### src/hw/rtl/fnof_pkg.sv
// Shared types, constants and register codes of the four-neighbor outlier filter.
package fnof_pkg;

    localparam int PIX_W      = 8;
    localparam int COL_W      = 6;
    localparam int ROW_W      = 12;
    localparam int THR_W      = 8;
    localparam int CFG_IDX_W  = 2;
    localparam int CFG_DATA_W = 12;

    localparam int MAX_WIDTH_DEF   = 32;
    localparam int IN_QUEUE_DEPTH  = 4;
    localparam int OUT_QUEUE_DEPTH = 2;

    localparam logic [COL_W-1:0] WIDTH_RESET     = 6'd30;
    localparam logic [ROW_W-1:0] HEIGHT_RESET    = 12'd20;
    localparam logic [THR_W-1:0] THRESHOLD_RESET = 8'd1;

    // Smallest frame dimension in use
    localparam int MIN_DIM = 2;

    // Neighbor counts and the reciprocal used for the mean of three
    localparam logic [2:0] NB_TWO   = 3'd2;
    localparam logic [2:0] NB_THREE = 3'd3;
    localparam logic [2:0] NB_FOUR  = 3'd4;
    localparam int RECIP3       = 683;
    localparam int RECIP3_SHIFT = 11;

    typedef enum logic [CFG_IDX_W-1:0] {
        REG_IMAGE_WIDTH     = 2'd0,
        REG_IMAGE_HEIGHT    = 2'd1,
        REG_NOISE_THRESHOLD = 2'd2
    } reg_index_t;

    // Pixel tagged with its place in the frame
    typedef struct packed {
        logic [PIX_W-1:0] pixel;
        logic [COL_W-1:0] col;
        logic             emit;
        logic             has_up;
        logic             has_right;
        logic             row_end;
        logic             frame_end;
    } item_t;

    typedef struct packed {
        logic [PIX_W-1:0] pixel;
        logic             replaced;
        logic             frame_done;
        logic             run_last;
    } result_t;

endpackage

### src/hw/rtl/fnof_ram.sv
// Generic single-write, single-read RAM with registered read data.
module fnof_ram #(
    parameter int WIDTH = 16,
    parameter int DEPTH = 32
) (
    input  logic                     clk,
    input  logic                     we,
    input  logic [$clog2(DEPTH)-1:0] waddr,
    input  logic [WIDTH-1:0]         wdata,
    input  logic                     re,
    input  logic [$clog2(DEPTH)-1:0] raddr,
    output logic [WIDTH-1:0]         rdata
);

    logic [WIDTH-1:0] mem_reg [DEPTH];
    logic [WIDTH-1:0] rdata_reg;

    always_ff @(posedge clk)
    begin
        if (we)
        begin
            mem_reg[waddr] <= wdata;
        end
    end

    always_ff @(posedge clk)
    begin
        if (re)
        begin
            rdata_reg <= mem_reg[raddr];
        end
    end

    assign rdata = rdata_reg;

endmodule

### src/hw/rtl/fnof_fifo.sv
// Small first-word-fall-through queue used on both sides of the filter core.
module fnof_fifo #(
    parameter int WIDTH = 8,
    parameter int DEPTH = 4
) (
    input  logic             clk,
    input  logic             rst_n,
    input  logic             wr_en,
    input  logic [WIDTH-1:0] wr_data,
    output logic             full,
    input  logic             rd_en,
    output logic [WIDTH-1:0] rd_data,
    output logic             empty
);

    localparam int PW = $clog2(DEPTH);
    localparam int CW = $clog2(DEPTH + 1);

    logic [WIDTH-1:0] mem_reg [DEPTH];
    logic [PW-1:0]    wptr_reg, wptr_next;
    logic [PW-1:0]    rptr_reg, rptr_next;
    logic [CW-1:0]    count_reg, count_next;
    logic             do_wr, do_rd;

    assign full    = (count_reg == CW'(DEPTH));
    assign empty   = (count_reg == '0);
    assign do_wr   = wr_en && !full;
    assign do_rd   = rd_en && !empty;
    assign rd_data = mem_reg[rptr_reg];

    always_comb
    begin
        wptr_next  = wptr_reg;
        rptr_next  = rptr_reg;
        count_next = count_reg;
        if (do_wr)
        begin
            wptr_next = (wptr_reg == PW'(DEPTH - 1)) ? '0 : wptr_reg + PW'(1);
        end
        if (do_rd)
        begin
            rptr_next = (rptr_reg == PW'(DEPTH - 1)) ? '0 : rptr_reg + PW'(1);
        end
        if (do_wr && !do_rd)
        begin
            count_next = count_reg + CW'(1);
        end
        else if (do_rd && !do_wr)
        begin
            count_next = count_reg - CW'(1);
        end
    end

    always_ff @(posedge clk or negedge rst_n)
    begin
        if (!rst_n)
        begin
            wptr_reg  <= '0;
            rptr_reg  <= '0;
            count_reg <= '0;
        end
        else
        begin
            wptr_reg  <= wptr_next;
            rptr_reg  <= rptr_next;
            count_reg <= count_next;
        end
    end

    always_ff @(posedge clk)
    begin
        if (do_wr)
        begin
            mem_reg[wptr_reg] <= wr_data;
        end
    end

endmodule

### src/hw/rtl/fnof_front.sv
// Front end: tracks the raster position and tags each accepted pixel.
module fnof_front #(
    parameter int MAX_WIDTH = fnof_pkg::MAX_WIDTH_DEF
) (
    input  logic                         clk,
    input  logic                         rst_n,
    input  logic                         accept,
    input  logic [fnof_pkg::PIX_W-1:0]   pixel_in,
    input  logic [fnof_pkg::COL_W-1:0]   image_width,
    input  logic [fnof_pkg::ROW_W-1:0]   image_height,
    output fnof_pkg::item_t              item,
    output logic [fnof_pkg::COL_W-1:0]   width_eff
);

    localparam int CW = fnof_pkg::COL_W;
    localparam int RW = fnof_pkg::ROW_W;
    localparam logic [CW-1:0] W_MAX = CW'(MAX_WIDTH);
    localparam logic [CW-1:0] W_MIN = CW'(fnof_pkg::MIN_DIM);
    localparam logic [RW-1:0] H_MIN = RW'(fnof_pkg::MIN_DIM);

    logic [CW-1:0] col_reg, col_next;
    logic [RW-1:0] row_reg, row_next;
    logic [RW-1:0] height_eff;
    logic [CW:0]   col_inc;
    logic [RW:0]   row_inc;
    logic          row_end, last_row;

    // Clamp the width to what the line buffers can hold, and both sizes to the minimum
    always_comb
    begin
        if (image_width < W_MIN)
        begin
            width_eff = W_MIN;
        end
        else if (image_width > W_MAX)
        begin
            width_eff = W_MAX;
        end
        else
        begin
            width_eff = image_width;
        end
        height_eff = (image_height < H_MIN) ? H_MIN : image_height;
    end

    assign col_inc  = {1'b0, col_reg} + (CW + 1)'(1);
    assign row_inc  = {1'b0, row_reg} + (RW + 1)'(1);
    assign row_end  = (col_inc >= {1'b0, width_eff});
    assign last_row = (row_inc >= {1'b0, height_eff});

    always_comb
    begin
        item.pixel     = pixel_in;
        item.col       = col_reg;
        item.emit      = (row_reg != '0);
        item.has_up    = (row_reg[RW-1:1] != '0);
        item.has_right = !row_end;
        item.row_end   = row_end;
        item.frame_end = row_end && last_row;
    end

    always_comb
    begin
        col_next = col_reg;
        row_next = row_reg;
        if (accept)
        begin
            if (!row_end)
            begin
                col_next = col_inc[CW-1:0];
            end
            else
            begin
                col_next = '0;
                row_next = last_row ? '0 : row_inc[RW-1:0];
            end
        end
    end

    always_ff @(posedge clk or negedge rst_n)
    begin
        if (!rst_n)
        begin
            col_reg <= '0;
            row_reg <= '0;
        end
        else
        begin
            col_reg <= col_next;
            row_reg <= row_next;
        end
    end

endmodule

### src/hw/rtl/fnof_back.sv
// Back end: line buffer window, neighbor test and end-of-frame row sweep.
module fnof_back #(
    parameter int MAX_WIDTH = fnof_pkg::MAX_WIDTH_DEF
) (
    input  logic                        clk,
    input  logic                        rst_n,
    input  logic                        item_valid,
    input  fnof_pkg::item_t             item,
    output logic                        item_pop,
    input  logic [fnof_pkg::COL_W-1:0]  width_eff,
    input  logic [fnof_pkg::THR_W-1:0]  noise_threshold,
    input  logic                        res_full,
    output logic                        res_push,
    output fnof_pkg::result_t           res
);

    localparam int PW = fnof_pkg::PIX_W;
    localparam int CW = fnof_pkg::COL_W;
    localparam int AW = $clog2(MAX_WIDTH);
    localparam logic [CW:0] DEPTH_LIM = (CW + 1)'(MAX_WIDTH);

    typedef enum logic [1:0] {
        ST_LOAD0,
        ST_LOAD1,
        ST_RUN,
        ST_FLUSH
    } state_t;

    state_t          state_reg, state_next;
    logic            flush_reg, flush_next;
    logic [CW-1:0]   j_reg, j_next;
    logic [2*PW-1:0] ctr_reg, ctr_next;
    logic [PW-1:0]   left_reg, left_next;

    logic            ram_we, ram_re;
    logic [AW-1:0]   ram_waddr, ram_raddr;
    logic [2*PW-1:0] ram_wdata, ram_rdata;

    logic [PW-1:0]   ctr_cur, ctr_up, right_px;
    logic [CW:0]     col_nxt2, j_inc, j_nxt2;
    logic            j_last;
    logic [PW:0]     run_judge, flush_judge;

    // Each buffer entry packs {current row pixel, row above pixel}
    fnof_ram #(
        .WIDTH (2 * PW),
        .DEPTH (MAX_WIDTH)
    ) u_line_ram (
        .clk   (clk),
        .we    (ram_we),
        .waddr (ram_waddr),
        .wdata (ram_wdata),
        .re    (ram_re),
        .raddr (ram_raddr),
        .rdata (ram_rdata)
    );

    // Result is {replaced, pixel}; nb and has list up, down, left, right from the low end
    function automatic logic [PW:0] judge(
        input logic [PW-1:0]   center,
        input logic [4*PW-1:0] nb,
        input logic [3:0]      has,
        input logic [fnof_pkg::THR_W-1:0] thr
    );
        logic [PW-1:0]  v;
        logic [PW-1:0]  d;
        logic           far;
        logic [PW+1:0]  sum;
        logic [2:0]     cnt;
        logic [PW+11:0] prod;
        logic [PW-1:0]  mean;
        far = 1'b1;
        sum = '0;
        cnt = '0;
        for (int k = 0; k < 4; k++)
        begin
            v = nb[k*PW +: PW];
            d = (center > v) ? center - v : v - center;
            if (has[k])
            begin
                sum = sum + {2'b00, v};
                cnt = cnt + 3'd1;
                if (d <= thr)
                begin
                    far = 1'b0;
                end
            end
        end
        prod = (PW + 12)'(sum) * (PW + 12)'(fnof_pkg::RECIP3);
        case (cnt)
            fnof_pkg::NB_FOUR:  mean = sum[PW+1:2];
            fnof_pkg::NB_THREE: mean = prod[fnof_pkg::RECIP3_SHIFT +: PW];
            fnof_pkg::NB_TWO:   mean = sum[PW:1];
            default:            mean = sum[PW-1:0];
        endcase
        if (cnt == '0 || !far)
        begin
            return {1'b0, center};
        end
        return {1'b1, mean};
    endfunction

    assign ctr_cur  = ctr_reg[2*PW-1:PW];
    assign ctr_up   = ctr_reg[PW-1:0];
    assign right_px = ram_rdata[2*PW-1:PW];
    assign col_nxt2 = {1'b0, item.col} + (CW + 1)'(2);
    assign j_inc    = {1'b0, j_reg} + (CW + 1)'(1);
    assign j_nxt2   = {1'b0, j_reg} + (CW + 1)'(2);
    assign j_last   = (j_inc >= {1'b0, width_eff});

    assign run_judge = judge(ctr_cur,
                             {right_px, left_reg, item.pixel, ctr_up},
                             {item.has_right, (item.col != '0), 1'b1, item.has_up},
                             noise_threshold);

    assign flush_judge = judge(ctr_cur,
                               {right_px, left_reg, {PW{1'b0}}, ctr_up},
                               {!j_last, (j_reg != '0), 1'b0, 1'b1},
                               noise_threshold);

    always_comb
    begin
        state_next = state_reg;
        flush_next = flush_reg;
        j_next     = j_reg;
        ctr_next   = ctr_reg;
        left_next  = left_reg;
        item_pop   = 1'b0;
        res_push   = 1'b0;
        res        = '0;
        ram_we     = 1'b0;
        ram_waddr  = item.col[AW-1:0];
        ram_wdata  = {item.pixel, ctr_cur};
        ram_re     = 1'b0;
        ram_raddr  = '0;

        case (state_reg)
            ST_LOAD0:
            begin
                ram_re     = 1'b1;
                state_next = ST_LOAD1;
            end

            ST_LOAD1:
            begin
                // column 0 lands in the window, fetch column 1
                ctr_next   = ram_rdata;
                ram_re     = 1'b1;
                ram_raddr  = AW'(1);
                j_next     = '0;
                state_next = flush_reg ? ST_FLUSH : ST_RUN;
            end

            ST_RUN:
            begin
                if (item_valid && !res_full)
                begin
                    item_pop = 1'b1;
                    ram_we   = 1'b1;
                    if (item.emit)
                    begin
                        res_push       = 1'b1;
                        res.pixel      = run_judge[PW-1:0];
                        res.replaced   = run_judge[PW];
                        res.frame_done = 1'b0;
                        res.run_last   = !item.frame_end;
                    end
                    left_next = ctr_cur;
                    ctr_next  = ram_rdata;
                    if (item.row_end)
                    begin
                        // restart the window at column 0
                        ram_re     = 1'b1;
                        ram_raddr  = '0;
                        flush_next = item.frame_end;
                        state_next = ST_LOAD1;
                    end
                    else if (col_nxt2 < DEPTH_LIM)
                    begin
                        ram_re    = 1'b1;
                        ram_raddr = col_nxt2[AW-1:0];
                    end
                end
            end

            ST_FLUSH:
            begin
                if (!res_full)
                begin
                    res_push       = 1'b1;
                    res.pixel      = flush_judge[PW-1:0];
                    res.replaced   = flush_judge[PW];
                    res.frame_done = j_last;
                    res.run_last   = j_last;
                    if (j_last)
                    begin
                        flush_next = 1'b0;
                        state_next = ST_LOAD0;
                    end
                    else
                    begin
                        left_next = ctr_cur;
                        ctr_next  = ram_rdata;
                        j_next    = j_inc[CW-1:0];
                        if (j_nxt2 < DEPTH_LIM)
                        begin
                            ram_re    = 1'b1;
                            ram_raddr = j_nxt2[AW-1:0];
                        end
                    end
                end
            end

            default:
            begin
                state_next = ST_LOAD0;
            end
        endcase
    end

    always_ff @(posedge clk or negedge rst_n)
    begin
        if (!rst_n)
        begin
            state_reg <= ST_LOAD0;
            flush_reg <= 1'b0;
            j_reg     <= '0;
        end
        else
        begin
            state_reg <= state_next;
            flush_reg <= flush_next;
            j_reg     <= j_next;
        end
    end

    always_ff @(posedge clk)
    begin
        ctr_reg  <= ctr_next;
        left_reg <= left_next;
    end

endmodule

### src/hw/rtl/four_neighbor_outlier_filter_unit.sv
// Top level of the four-neighbor impulse noise filter.
//
//  channel   direction  handshake                 payload
//  --------  ---------  ------------------------  -----------------------------------------
//  pixel     in         push / full               pixel_in
//  result    out        empty / pop               pixel_out, was_replaced, frame_done, run_last
//  config    in         cfg_we (no wait)          cfg_index, cfg_data
//
//  Within a row the core takes one pixel per cycle while the result queue has
//  room; each row end passes through ST_LOAD1 to reload columns 0 and 1 of
//  the line buffer RAM. The last pixel of a frame adds a sweep over the last
//  row plus a reload through ST_LOAD0 and ST_LOAD1 before the next frame.
//  After reset the core primes the window in ST_LOAD0 and ST_LOAD1; line buffer
//  contents are undefined until written. A four-entry input queue absorbs
//  these bubbles, and a two-entry result queue lets results wait on pop
//  while new pixels are still taken.
module four_neighbor_outlier_filter_unit #(
    parameter int MAX_WIDTH = fnof_pkg::MAX_WIDTH_DEF
) (
    input  logic                             clk,
    input  logic                             rst_n,
    input  logic                             push,
    output logic                             full,
    input  logic [fnof_pkg::PIX_W-1:0]       pixel_in,
    output logic                             empty,
    input  logic                             pop,
    output logic [fnof_pkg::PIX_W-1:0]       pixel_out,
    output logic                             was_replaced,
    output logic                             frame_done,
    output logic                             run_last,
    input  logic                             cfg_we,
    input  logic [fnof_pkg::CFG_IDX_W-1:0]   cfg_index,
    input  logic [fnof_pkg::CFG_DATA_W-1:0]  cfg_data
);

    localparam int ITEM_W = $bits(fnof_pkg::item_t);
    localparam int RES_W  = $bits(fnof_pkg::result_t);

    logic [fnof_pkg::COL_W-1:0] width_reg, width_next;
    logic [fnof_pkg::ROW_W-1:0] height_reg, height_next;
    logic [fnof_pkg::THR_W-1:0] thr_reg, thr_next;

    logic                        in_accept;
    fnof_pkg::item_t             front_item;
    fnof_pkg::item_t             queue_item;
    logic                        queue_empty;
    logic                        item_pop;
    logic [fnof_pkg::COL_W-1:0]  width_eff;
    logic                        res_full;
    logic                        res_push;
    fnof_pkg::result_t           back_res;
    fnof_pkg::result_t           out_res;

    // Configuration: take the write at once, ignore unknown indexes
    always_comb
    begin
        width_next  = width_reg;
        height_next = height_reg;
        thr_next    = thr_reg;
        if (cfg_we)
        begin
            case (cfg_index)
                fnof_pkg::REG_IMAGE_WIDTH:
                    width_next = cfg_data[fnof_pkg::COL_W-1:0];
                fnof_pkg::REG_IMAGE_HEIGHT:
                    height_next = cfg_data[fnof_pkg::ROW_W-1:0];
                fnof_pkg::REG_NOISE_THRESHOLD:
                    thr_next = cfg_data[fnof_pkg::THR_W-1:0];
                default:
                    width_next = width_reg;
            endcase
        end
    end

    always_ff @(posedge clk or negedge rst_n)
    begin
        if (!rst_n)
        begin
            width_reg  <= fnof_pkg::WIDTH_RESET;
            height_reg <= fnof_pkg::HEIGHT_RESET;
            thr_reg    <= fnof_pkg::THRESHOLD_RESET;
        end
        else
        begin
            width_reg  <= width_next;
            height_reg <= height_next;
            thr_reg    <= thr_next;
        end
    end

    // A pixel request is taken whenever the input queue has room
    assign in_accept = push && !full;

    // Front: tag each pixel with its frame position
    fnof_front #(
        .MAX_WIDTH (MAX_WIDTH)
    ) u_front (
        .clk          (clk),
        .rst_n        (rst_n),
        .accept       (in_accept),
        .pixel_in     (pixel_in),
        .image_width  (width_reg),
        .image_height (height_reg),
        .item         (front_item),
        .width_eff    (width_eff)
    );

    // Decouple the front from the back so each side can stall on its own
    fnof_fifo #(
        .WIDTH (ITEM_W),
        .DEPTH (fnof_pkg::IN_QUEUE_DEPTH)
    ) u_in_queue (
        .clk     (clk),
        .rst_n   (rst_n),
        .wr_en   (in_accept),
        .wr_data (front_item),
        .full    (full),
        .rd_en   (item_pop),
        .rd_data (queue_item),
        .empty   (queue_empty)
    );

    // Back: line buffer window, neighbor test, last-row sweep
    fnof_back #(
        .MAX_WIDTH (MAX_WIDTH)
    ) u_back (
        .clk             (clk),
        .rst_n           (rst_n),
        .item_valid      (!queue_empty),
        .item            (queue_item),
        .item_pop        (item_pop),
        .width_eff       (width_eff),
        .noise_threshold (thr_reg),
        .res_full        (res_full),
        .res_push        (res_push),
        .res             (back_res)
    );

    // Hold finished results until the consumer pops them
    fnof_fifo #(
        .WIDTH (RES_W),
        .DEPTH (fnof_pkg::OUT_QUEUE_DEPTH)
    ) u_out_queue (
        .clk     (clk),
        .rst_n   (rst_n),
        .wr_en   (res_push),
        .wr_data (back_res),
        .full    (res_full),
        .rd_en   (pop),
        .rd_data (out_res),
        .empty   (empty)
    );

    assign pixel_out    = out_res.pixel;
    assign was_replaced = out_res.replaced;
    assign frame_done   = out_res.frame_done;
    assign run_last     = out_res.run_last;

endmodule

### config.mk
export PLATFORM = sky130hd
export DESIGN_NAME = four_neighbor_outlier_filter_unit
export DESIGN_NICKNAME = d
export VERILOG_FILES = /design/src/hw/rtl/fnof_pkg.sv /design/src/hw/rtl/fnof_ram.sv /design/src/hw/rtl/fnof_fifo.sv /design/src/hw/rtl/fnof_front.sv /design/src/hw/rtl/fnof_back.sv /design/src/hw/rtl/four_neighbor_outlier_filter_unit.sv
export SDC_FILE = /design/constraint.sdc
export NUM_CORES = 1
export LEC_CHECK = 0
export BUFFER_PORTS_ARGS = -buffer_cell sky130_fd_sc_hd__buf_2
export CAP_MARGIN = 20
export CORE_UTILIZATION = 60
export DETAILED_ROUTE_END_ITERATION = 16
export PLACE_DENSITY_LB_ADDON = 0.15
export RECOVER_POWER = 25
export SYNTH_ARGS = -nofsm -noshare
export SYNTH_HDL_FRONTEND = slang
export SYNTH_SLANG_ARGS = --single-unit
### constraint.sdc
create_clock -name clk -period 29.7 [get_ports clk]
set_input_delay 1.485 -clock clk [delete_from_list [all_inputs] [get_ports clk]]
set_output_delay 1.485 -clock clk [all_outputs]
set_load 0.005 [all_outputs]
* Word-level counts from Yosys, hierarchy flattened
Memories as Yosys holds them, arrays and structs flattened. A register that Yosys moved wholly into a read port is not among the register bits.
Index checks and enable logic that the tools add are counted.
W data, S select, Z words.
** Operators by class
- Add/subtract/negate cells :: 30
- Reductions and logical operators :: 50
- $mul :: 2
- Equality and inequality tests :: 20
- Div/mod/pow operators :: 0
- $lt $le $gt $ge :: 16
- Bitwise gates (word level) :: 0
- Shifts and indexed selects :: 0
- Multiplexer cells :: 98
** Operators by type and width (count)
- $mux W8 :: 8
- $sub A8 B8 Y8 :: 8
- $mux W16 :: 3
- $pmux W16 S3 :: 1
- $pmux W8 S3 :: 2
- $mux W10 :: 4
- $mul A10 B10 Y19 const B :: 2
- $mux W1 :: 38
- $mux W9 :: 4
- $mux W11 :: 3
- $gt A8 B8 Y1 :: 4
- $le A8 B8 Y1 :: 4
- $add A10 B8 Y10 :: 3
- $mux W5 :: 6
- $mux W6 :: 5
- $mux W12 :: 2
- $pmux W11 S2 :: 1
- $add A8 B8 Y9 :: 2
- $mux W2 :: 9
- $pmux W8 S2 :: 1
- $mux W3 :: 5
- $pmux W5 S3 :: 1
- $add A6 B1 Y7 const B :: 2
- $add A6 B2 Y7 const B :: 2
- 39 further kinds :: 96
** Storage, ports and cells
- Flip-flop bits (word level) :: 88
- Output and inout port bits :: 13
- Latch bits :: 0
- Logic and storage cells :: 235
- Input port bits :: 27
- Memories :: 3
- Bits in read-only memories :: 0
- RAM bits :: 610
** Memories
- u_back.u_line_ram.mem_reg :: words 32, bits a word 16, read ports 1, clocked after Yosys merged registers in 1, write ports 1, line fnof_ram.sv:15 : logic [WIDTH-1:0] mem_reg [DEPTH];
- u_in_queue.mem_reg :: words 4, bits a word 19, read ports 1, clocked after Yosys merged registers in 0, write ports 1, line fnof_fifo.sv:19 : logic [WIDTH-1:0] mem_reg [DEPTH];
- u_out_queue.mem_reg :: words 2, bits a word 11, read ports 1, clocked after Yosys merged registers in 0, write ports 1, line fnof_fifo.sv:19

* Longest topological paths before layout
- Depth in word-level cells :: 17
- Depth in mapped cells :: 41
- Depth with buffers taken out :: 39

* Hierarchy
Synthesis repeated with hierarchy kept, for this count alone.
** Unflattened totals
- Cells, all modules :: 2909
- Area, all modules :: 38708.4 µm²
** Modules (own cells, without submodules)
- fnof_ram :: seq. area each 15855.2 µm², area an instance 20694.8 µm², instances 1, cells an instance 1143
- fnof_back :: seq. area each 945.9 µm², area an instance 11050.6 µm², instances 1, cells an instance 1311
- fnof_fifo at u_in_queue :: seq. area each 2457.4 µm², area an instance 3190.6 µm², instances 1, cells an instance 136
- fnof_front :: seq. area each 450.4 µm², area an instance 1757.9 µm², instances 1, cells an instance 208
- four_neighbor_outlier_filter_unit :: seq. area each 659.4 µm², area an instance 1023.5 µm², instances 1, cells an instance 58
- fnof_fifo at u_out_queue :: seq. area each 760.7 µm², area an instance 991.0 µm², instances 1, cells an instance 53

* Worst setup path before layout
OpenSTA, ideal clock, no wires.
- Path kind :: reg-to-reg
- Start :: register u_in_queue.rptr_reg[0]
- End :: memory u_out_queue.mem_reg[0][7] (netlist bit), data pin
- Buffers on the path :: 3
- Setup slack :: 19915 ps
- Cell stages (with the launch flop) :: 41
- Data arrival time :: 9514 ps
- Period minus slack after synthesis :: 9785 ps
- Library setup time :: 270 ps
- Data required time :: 29430 ps
- Cell sequence :: dfrtp_1 > buf_6 > buf_6 > buf_1 > mux4_2 > ha_1 > fa_1 > a21o_1 > a21oi_1 > xnor2_1 > ha_1 > o21a_1 > a21oi_1 > xnor2_1 > mux2_2 > ha_1 > a21o_1 > a31o_2 > [... 5 more ...] > inv_1 > fa_1 > inv_1 > fa_1 > inv_1 > fa_1 > inv_1 > ha_1 > o21a_1 > o21a_1 > o21a_1 > o221a_2 > a41oi_4 > o21ai_1 > a21oi_1 > xor2_1 > nor2_1 > or3_1
** RTL lines
- from (decl) :: line fnof_fifo.sv:21 : logic [PW-1:0] rptr_reg, rptr_next;
- from (signal assigned) :: line fnof_fifo.sv:65 : rptr_reg <= rptr_next;
- to (decl) :: line fnof_fifo.sv:19

==> metrics.md <==
| Metric | Value |
|---|---|
| Outcome | `finished with violations` |
| Failing checks | `capacitance limit, slew limit` |
| Post-CTS Setup Bufs | `0` |
| Starting Density | `60.7%` |
| Final min period | `10.15 ns` |
| Synth top area share | `51.1%` |
| Htree depth | `3` |
| Dominant cell type by area after synthesis | `edfxtp_1` |
| Die W | `254 µm` |
| Total of max-cap violations | `6` |
| Mapped Nets | `3,532` |
| Num CTS Buffers | `74` |
| First-pass GRT wire length | `148,000 µm` |
| Final HPWL DP | `64,000 µm` |
| Worst hold path class | `flop to flop` |
| I/O pin count | `40` |
| Vias in the first global route | `25,000` |
| Cells after Synth | `3,158` |
| Total track usage | `30.6%` |
| Final setup margin | `19.55 ns` |
| Synth cell types | `89` |
| Initial DRC count | `2,530` |
| Clk pin slew, worst setup/hold paths | `0.07 ns` |
| Placement row count | `92` |
| Largest net degree at the start of global routing | `159` |
| Final period util | `34.2%` |
| WP data arrival | `10.49 ns` |
| Clk_lat worst skew | `0.63 ns` |
| Max incr delay on CP | `0.87 ns` |
| Slew Viols, Final | `253` |
| Post-Route WL | `97,800 µm` |
| Die area | `0.0647 mm²` |
| DRC Markers | `0` |
| CTS Hold Buffers Added | `0` |
| Clk root buf | `clkbuf_16` |
| Final hold violation count | `0` |
| Final Skew | `0.0312 ns` |
| Wire per inst | `23.8 µm` |
| Routed vias | `25,700` |
| Post-Synth Adder-Cell Area | `12.4%` |
| Synth-to-Final Area Change | `9.09%` |
| Share of cells above drive strength 1 | `9.36%` |
| Final core occ | `66.2%` |
| Compound-Gate Fraction of Synth Area | `9.89%` |
| Yosys Warn Count | `0` |
| Largest family of logic cells by synthesized area | `adder cells` |
| Crit. End Element | `flop` |
| Final nets | `3,586` |
| Post-synthesis mux area share | `4.54%` |
| Die height | `254 µm` |
| # clock sinks | `714` |
| RSZ-0062 raised after global routing | `false` |
| Area contributors post-synth | `edfxtp_1, ha_1, nand2_1` |
| Sequential fraction of the synthesis area | `55.3%` |
| TritonRoute pass-1 iters | `6` |
| Simple-Gate Fraction of Synth Area | `11.8%` |
| Startpoint Class | `flop` |
| Post-CTS Resized | `0` |
| Routability cong. | `0.950` |
| Slew HR | `-142%` |
| Top FF cell, synth | `edfxtp_1` |
| Slowest-stage cell, CP | `mux4_2` |
| Vias/cell | `6.25` |
| Max Freq | `98.5 MHz` |
| Antenna violations before repair | `1` |
| Synth Area in XOR/XNOR | `2.49%` |
| Post-Syn Area | `0.0382 mm²` |
| Placement Setup Slack | `19.63 ns` |
| Core area | `0.0630 mm²` |
| TritonCTS clock tree | `done` |
| Fraction of registers with async set/reset | `8.96%` |
| Avg Synthesized Cell Area | `12.1 µm²` |
| Critical path class | `flop to flop` |
| CTS Buffer Depth | `3` |
| Port bufs | `39` |
| Largest register FFs | `512` |
| Post-synth EDFFs | `650` |
| Tightest Pin Transition | `3.62 ns` |
| Req. time, crit path | `30.04 ns` |
| Final setup TNS | `0 ns` |
| Most Frequent Cell on Critical Path | `ha_1` |
| Crit-path max FO | `35` |
| Grt total ovfl | `0` |
| Final setup fails | `0` |
| #FFs+latches synth | `714` |
| Detail Route Antenna Nets | `0` |
==> per-stage QoR <==
stage          std cells  hold slack, ns  area (µm²)
5_1_grt             4115           0.439       41700
3_5_place_dp        3980           0.405       39300
6_report            4116           0.418       41700
4_1_cts             4113           0.418       41700
3_3_place_gp        3979           0.406       39300
2_1_floorplan       3158           0.400       38200
==> path summary, 6_finish.rpt <==
path | startpoint | endpoint | slack [ns] | cells after the start
worst max-delay path | u_in_queue.rptr_reg[0] | u_out_queue.mem_reg[1][7] | 19.55 | 39
worst min-delay path | u_back.u_line_ram.rdata[3] | u_back.ctr_reg[3] | 0.42 | 0
worst max register to register | u_in_queue.rptr_reg[0] | u_out_queue.mem_reg[1][7] | 19.55 | 39
worst min register to register | u_back.u_line_ram.rdata[3] | u_back.ctr_reg[3] | 0.42 | 0
max in group asynchronous | rst_n | u_out_queue.rptr_reg | 25.45 | 2
min in group asynchronous | rst_n | u_in_queue.rptr_reg[0] | 2.21 | 2
==> layer usage <==
metal,share of wire [%],vias up,global-route usage (%)
li1,-,11700,-
met1,42,12700,43.4
met2,46,1072,48.3
met3,8.2,183,4.92
met4,3.1,0,10.5
met5,0,-,0
==> critical path, delay by kind of cell (launching register included) <==
| family | cells | cell delay [ns] |
|---|---|---|
| xor+xnor | 5 | 0.79 |
| fa+ha+maj | 9 | 3.51 |
| simple gates | 2 | 0.38 |
| compound gates | 14 | 2.63 |
| mux | 3 | 1.28 |
| buf+inv | 6 | 0.76 |
| flops | 1 | 0.47 |
==> Yosys cell counts (all sizes together), types with 14 or more instances <==
cell type and count:
mux4 19, inv 189, clkbuf 35, nand2b 25
o31ai 14, a31oi 62, o211ai 14, nor2 130
nor2b 28, a2111oi 18, xnor2 62, o21a 21
o21bai 14, xor2 41, buf 85, dfrtp 57
mux2 46, nand4 35, edfxtp 650, nor3 17
a21o 62, fa 55, nand3 189, mux2i 79
a21oi 99, nand2 526, ha 292, o21ai 89
a32oi 51
==> cell families (layout without fill, tap and decap cells) <==
| family | Yosys count | after routing |
|---|---|---|
| other | 0 | 1 |
| muxes | 144 | 144 |
| AOI/OAI and AO/OA | 531 | 531 |
| adders and majority gates | 347 | 347 |
| and+or+nand+nor | 1008 | 1008 |
| DFF | 714 | 714 |
| xor gates and xnor gates | 104 | 104 |
| buffers and inverters | 310 | 421 |
==> cells in the final DEF (no fill, tap or decap), types with 21 or more instances in the layout <==
cell / instances
mux2_2: 46
inv_1: 187
nor2b_1: 26
nand3_1: 189
clkbuf_1: 34
nand2b_1: 25
edfxtp_1: 650
nand4_1: 35
a21o_1: 62
o21ai_0: 82
clkbuf_16: 76
a21oi_1: 98
nor2_1: 123
dfrtp_1: 57
mux2i_1: 79
buf_4: 47
xnor2_1: 62
buf_2: 31
nand2_1: 525
a31oi_1: 62
xor2_1: 39
a32oi_1: 51
fa_1: 55
o21a_1: 21
ha_1: 292
==> layout make-up <==
class | instances | area, µm²
clock buffers | 93 | 1980
fillers | 4645 | 21300
flip-flops and latches | 714 | 21100
multi-input cells | 2134 | 15800
inverters | 190 | 716
well taps | 846 | 1060
clock inverters | 40 | 433
repair buffers | 98 | 611
diodes | 1 | 2.50
Power is not shown: default switching activity piles up to over one toggle a cycle in this logic, so the estimate is an artifact.
